## src/hdl/wsml_pkg.sv

```systemverilog
`timescale 1ns / 1ps
// ----------------------------------------------------------------------------
// wsml_pkg
// Shared sizes, register map and the tag that travels with each element read
// during the window scan.
// ----------------------------------------------------------------------------
package wsml_pkg;

    localparam int MAX_SIZE     = 64;
    localparam int ELEMENT_BITS = 16;
    localparam int SUM_BITS     = 28;
    localparam int POS_BITS     = $clog2(MAX_SIZE);
    localparam int ADDR_BITS    = 2 * POS_BITS;
    localparam int CFG_BITS     = 7;
    localparam int DATA_BITS    = 32;
    localparam int PADDR_BITS   = 3;

    localparam logic [CFG_BITS-1:0] MATRIX_SIZE_RESET = CFG_BITS'(6);
    localparam logic [CFG_BITS-1:0] WINDOW_SIZE_RESET = CFG_BITS'(3);

    typedef enum logic {
        REG_MATRIX_SIZE = 1'b0,
        REG_WINDOW_SIZE = 1'b1
    } t_reg_idx;

    // tag of one element read while scanning
    typedef struct packed {
        logic                first;     // first element of its window
        logic                last;      // last element of its window
        logic                win_first; // window at the top-left corner
        logic                final_win; // last element of the last window
        logic [POS_BITS-1:0] row;
        logic [POS_BITS-1:0] col;
    } t_rd_tag;

    // force a register value into 1..MAX_SIZE
    function automatic logic [CFG_BITS-1:0] clamp_size(input logic [CFG_BITS-1:0] v);
        logic [CFG_BITS-1:0] r;
        if (v == '0) begin
            r = CFG_BITS'(1);
        end else if (v > CFG_BITS'(MAX_SIZE)) begin
            r = CFG_BITS'(MAX_SIZE);
        end else begin
            r = v;
        end
        return r;
    endfunction

endpackage

```

## src/hdl/wsml_acc.sv

```systemverilog
`timescale 1ns / 1ps
// ----------------------------------------------------------------------------
// wsml_acc
// Shared accumulator and compare unit: sums the elements of one window as
// they stream in, then compares the sum against the running max and min.
// ----------------------------------------------------------------------------
module wsml_acc (
    input  logic                                  i_clk,
    input  logic                                  i_rst_n,
    input  logic                                  i_clear,
    input  logic                                  i_vld,
    input  wsml_pkg::t_rd_tag                     i_tag,
    input  logic signed [wsml_pkg::ELEMENT_BITS-1:0] i_data,
    output logic                                  o_done,
    output logic signed [wsml_pkg::SUM_BITS-1:0]  o_max_sum,
    output logic [wsml_pkg::POS_BITS-1:0]         o_max_row,
    output logic [wsml_pkg::POS_BITS-1:0]         o_max_col,
    output logic signed [wsml_pkg::SUM_BITS-1:0]  o_min_sum,
    output logic [wsml_pkg::POS_BITS-1:0]         o_min_row,
    output logic [wsml_pkg::POS_BITS-1:0]         o_min_col
);

    logic signed [wsml_pkg::SUM_BITS-1:0] r_acc;
    logic signed [wsml_pkg::SUM_BITS-1:0] n_acc;
    logic signed [wsml_pkg::SUM_BITS-1:0] w_ext;
    wsml_pkg::t_rd_tag                    r_sum_tag;
    logic                                 r_sum_vld;
    logic                                 r_done;
    logic signed [wsml_pkg::SUM_BITS-1:0] r_max_sum;
    logic signed [wsml_pkg::SUM_BITS-1:0] r_min_sum;
    logic [wsml_pkg::POS_BITS-1:0]        r_max_row;
    logic [wsml_pkg::POS_BITS-1:0]        r_max_col;
    logic [wsml_pkg::POS_BITS-1:0]        r_min_row;
    logic [wsml_pkg::POS_BITS-1:0]        r_min_col;

    assign w_ext = {{(wsml_pkg::SUM_BITS - wsml_pkg::ELEMENT_BITS){i_data[wsml_pkg::ELEMENT_BITS-1]}},
                    i_data};

    always_comb begin
        n_acc = (i_tag.first ? '0 : r_acc) + w_ext;
    end

    always_ff @(posedge i_clk) begin
        if (i_vld) begin
            r_acc <= n_acc;
        end
        if (i_vld && i_tag.last) begin
            r_sum_tag <= i_tag;
        end
    end

    always_ff @(posedge i_clk) begin
        if (!i_rst_n) begin
            r_sum_vld <= 1'b0;
            r_done    <= 1'b0;
            r_max_sum <= '0;
            r_min_sum <= '0;
            r_max_row <= '0;
            r_max_col <= '0;
            r_min_row <= '0;
            r_min_col <= '0;
        end else begin
            r_sum_vld <= i_vld && i_tag.last;
            r_done    <= r_sum_vld && r_sum_tag.final_win;
            if (i_clear) begin
                r_max_sum <= '0;
                r_min_sum <= '0;
                r_max_row <= '0;
                r_max_col <= '0;
                r_min_row <= '0;
                r_min_col <= '0;
            end else if (r_sum_vld) begin
                // ties keep the earlier window
                if (r_sum_tag.win_first || r_acc > r_max_sum) begin
                    r_max_sum <= r_acc;
                    r_max_row <= r_sum_tag.row;
                    r_max_col <= r_sum_tag.col;
                end
                if (r_sum_tag.win_first || r_acc < r_min_sum) begin
                    r_min_sum <= r_acc;
                    r_min_row <= r_sum_tag.row;
                    r_min_col <= r_sum_tag.col;
                end
            end
        end
    end

    assign o_done    = r_done;
    assign o_max_sum = r_max_sum;
    assign o_max_row = r_max_row;
    assign o_max_col = r_max_col;
    assign o_min_sum = r_min_sum;
    assign o_min_row = r_min_row;
    assign o_min_col = r_min_col;

endmodule

```

## config.mk

```make
export PLATFORM = sky130hd
export DESIGN_NAME = wsml_acc
export DESIGN_NICKNAME = d
export VERILOG_FILES = /design/src/hdl/wsml_pkg.sv /design/src/hdl/wsml_acc.sv
export SDC_FILE = /design/constraint.sdc
export NUM_CORES = 1
export LEC_CHECK = 0
export ABC_AREA = 1
export BUFFER_PORTS_ARGS = -buffer_cell sky130_fd_sc_hd__buf_4
export CELL_PAD_IN_SITES_DETAIL_PLACEMENT = 0
export CELL_PAD_IN_SITES_GLOBAL_PLACEMENT = 2
export CORE_ASPECT_RATIO = 1.25
export CORE_MARGIN = 5
export CORE_UTILIZATION = 30
export CTS_BUF_LIST = sky130_fd_sc_hd__clkbuf_2
export DETAILED_ROUTE_END_ITERATION = 10
export GPL_TIMING_DRIVEN = 1
export PLACE_DENSITY = 0.78
export SETUP_SLACK_MARGIN = 0.5
export SLEW_MARGIN = 20
export SYNTH_ARGS = -nofsm -noshare
export SYNTH_HDL_FRONTEND = slang
export SYNTH_SLANG_ARGS = --single-unit
export TNS_END_PERCENT = 10
```

## constraint.sdc

```tcl
create_clock -name i_clk -period 4.33 [get_ports i_clk]
set_input_delay 0.433 -clock i_clk [delete_from_list [all_inputs] [get_ports i_clk]]
set_output_delay 0.433 -clock i_clk [all_outputs]
set_load 0.005 [all_outputs]
```

==> impl_metrics.tcl <==
set metrics [dict create \
    vias 6999 \
    max_freq_ghz 0.344 \
    row_count 66 \
    cp.required_ps 4970 \
    yosysSeqAreaShare_pct 36.9 \
    start_kind "flip-flop" \
    final_util_pct 35.8 \
    ys_warn_count 0 \
    grt_pass1_vias 6916 \
    peakVddDrop_v 0.000156 \
    yosysUniqueCellTypes 35 \
    drcViolationCount 0 \
    ctsLongestPathBuffers 2 \
    initial_core_util_pct 30.3 \
    synthFlopType "dfxtp_1" \
    reg2reg_depth 15 \
    ys_seq_elements 124 \
    postCtsSetupBuffers 0 \
    gp_congestion 0.808 \
    die_w_microns 155 \
    ios 117 \
    yosysTopAreaCellShare_pct 20.9 \
    layout_commonest_cell "nand2_1" \
    syn_nets 1170 \
    core-area_sq_um 25900 \
    area.growth.synth_to_final_pct 17.9 \
    critPathArrivalTime_ps 3540 \
    final-max-slew-violation-count 0 \
    htree_levels 4 \
    critical_path_class "flip-flop to flip-flop" \
    vias_per_cell 4.61 \
    rr_startpoint "r_acc[11]" \
    post-route-min-period_ps 2910 \
    routed_wl_mm 23.2 \
    cts_tree "done" \
    port_buffers 116 \
    clkTransAtPathRegs_ps 210 \
    p_per_area_nw_per_um2 344 \
    grt.overflow.total 0 \
    crit_fanout 80 \
    drv_cap 0 \
    slew_headroom_pct 29.1 \
    syn-cell-area_sq_um 7870 \
    crit_start "r_acc[11]" \
    detail_route.wl_per_cell_microns 15.3 \
    outcome "completed" \
    clock_skew_ps 33.2 \
    clockRootBuffer "clkbuf_2" \
    grt_first_pass_wirelength_mm 36.9 \
    whs_endpoint "r_acc[15]" \
    dieArea_sq_um 29600 \
    hp-class "primary input to flip-flop" \
    end_kind "flip-flop" \
    antenna_left 0 \
    yosysTopAreaCell "dfxtp_1" \
    drtIter0Drc 301 \
    drtPass1Iterations 4 \
    numCtsBuffers 17 \
    cts.sinks 124 \
    async_reset_ff_share_pct 0 \
    synthTopCellsByArea "dfxtp_1 21%, edfxtp_1 16%, ha_1 13%" \
    grt_max_degree 99 \
    min_period_over_period_pct 67.2 \
    final_cell_mix "205 x nand2_1, 154 x nor2_1, 130 x inv_1, 128 x a21oi_1, 120 x buf_4" \
    syn_inst 1051 \
    antenna_found_initial 1 \
    fin_setup_tns_ps 0 \
    setup_violations 0 \
    die_y_microns 191 \
    p_leak_nw 4.05 \
    hpwl_mm 17.0 \
    syn_area_per_cell_sq_um 7.48 \
    hold_viol 0 \
    timing.rr.end "o_max_sum[20]" \
    drive_gt1_share_pct 13.8 \
    rsz0062_at_grt "false" \
    worstSkewPairLatency_ps 730 \
    grt_use_total_pct 15.8 \
    rrSetupSlack_ps 1420 \
    min_from "i_vld" \
    hold_depth 1 \
    nNetsFinal 1284 \
    synth_edf_count 42 \
    tightestPinTransition_ps 1060 \
]
## cells by family after synthesis
group / Yosys count / share of synthesized area, %
compound gates: 163 / 11.0
xor+xnor: 27 / 3.01
fa+ha+maj: 83 / 13.3
buf+inv: 175 / 10.5
flops: 124 / 36.9
simple gates: 479 / 25.3
## registers in the layout (all words and copies together), names as in the netlist
name and count:
o_min_row 6, r_acc 28, o_min_col 6, o_done 1
o_max_col 6, o_max_sum 28, r_sum_vld 1, o_max_row 6
o_min_sum 28, r_sum_tag 14
## repair_timing
action,in CTS,in global routing
endpoints found under the hold margin,18,0
gates resized for setup,0,0
hold buffers,19,0
## layout make-up
class | count | area (sq um)
diodes | 1 | 2.50
fillers | 2882 | 16700
multi-input cells | 752 | 4140
clock inverters | 13 | 100
repair buffers | 140 | 1110
inverters | 130 | 488
clock buffers | 19 | 95.1
well taps | 340 | 425
flip-flops and latches | 124 | 2910
## worst max-delay path: stages, from the launching register on
cell	delay, ps
edfxtp_1	460
ha_1	320
nand2_1	80
nor2_1	230
and2_1	220
nand2_1	60
nand3_1	90
nand2_1	70
nand2_1	70
nand2_1	40
nand2_1	70
nand2_2	60
nand2_4	680
nand3_1	180
nand2_1	110
nor2_1	40
## metal layers
metal	share of wire (%)	wire (microns)	GRT usage, %	up-vias
li1	-	-	-	3672
met1	46	10600	19.6	3209
met2	50	11600	28.3	107
met3	3.1	711	2.56	11
met4	1.0	232	4.08	0
met5	0	0	0	-
## cell usage after synthesis (2+ instances only)
| master | number |
|---|---|
| ha_1 | 82 |
| nor2_2 | 2 |
| edfxtp_1 | 42 |
| clkbuf_1 | 6 |
| xor2_1 | 19 |
| a21o_1 | 5 |
| buf_6 | 11 |
| clkbuf_8 | 4 |
| o21ai_2 | 2 |
| nand4_1 | 8 |
| o21ai_0 | 17 |
| buf_4 | 8 |
| o211ai_1 | 2 |
| inv_1 | 130 |
| o21a_1 | 4 |
| dfxtp_1 | 82 |
| nand3_1 | 94 |
| nor3_1 | 6 |
| nor2_1 | 155 |
| a21oi_1 | 128 |
| a31oi_1 | 2 |
| nor4_1 | 3 |
| xnor2_1 | 8 |
| nand3_2 | 2 |
| nand2_1 | 205 |
| buf_2 | 15 |
## how the worst max path moves through the flow
stage,to,cells after the start
floorplan,r_acc[20],15
global placement,r_acc[20],14
detailed placement,r_acc[20],14
CTS,o_max_sum[13],15
global route,o_max_sum[20],16
finish,o_max_sum[20],15
## where the power goes
| part | switching [mW] | internal (mW) |
|---|---|---|
| clock network | 0.471 | 0.204 |
| logic | 0.718 | 0.401 |
| registers | 0.0786 | 1.32 |
| total | 1.27 | 1.92 |
## stage by stage
| stage | setup WS (ps) | cell area (sq um) | power [mW] | hold WS, ps | std cells |
|---|---|---|---|---|---|
| floorplan | 1570 | 7870 | 2.23 | 436 | 1051 |
| finish | 1420 | 9270 | 3.19 | 176 | 1519 |
| global route | 1040 | 9270 | 3.47 | 74.4 | 1519 |
| detailed placement | 1430 | 8880 | 2.54 | 469 | 1467 |
| global placement | 1460 | 8880 | 2.54 | 465 | 1467 |
| CTS | 1380 | 9270 | 3.27 | 61.9 | 1518 |
(Power assumes the default switching activity.)
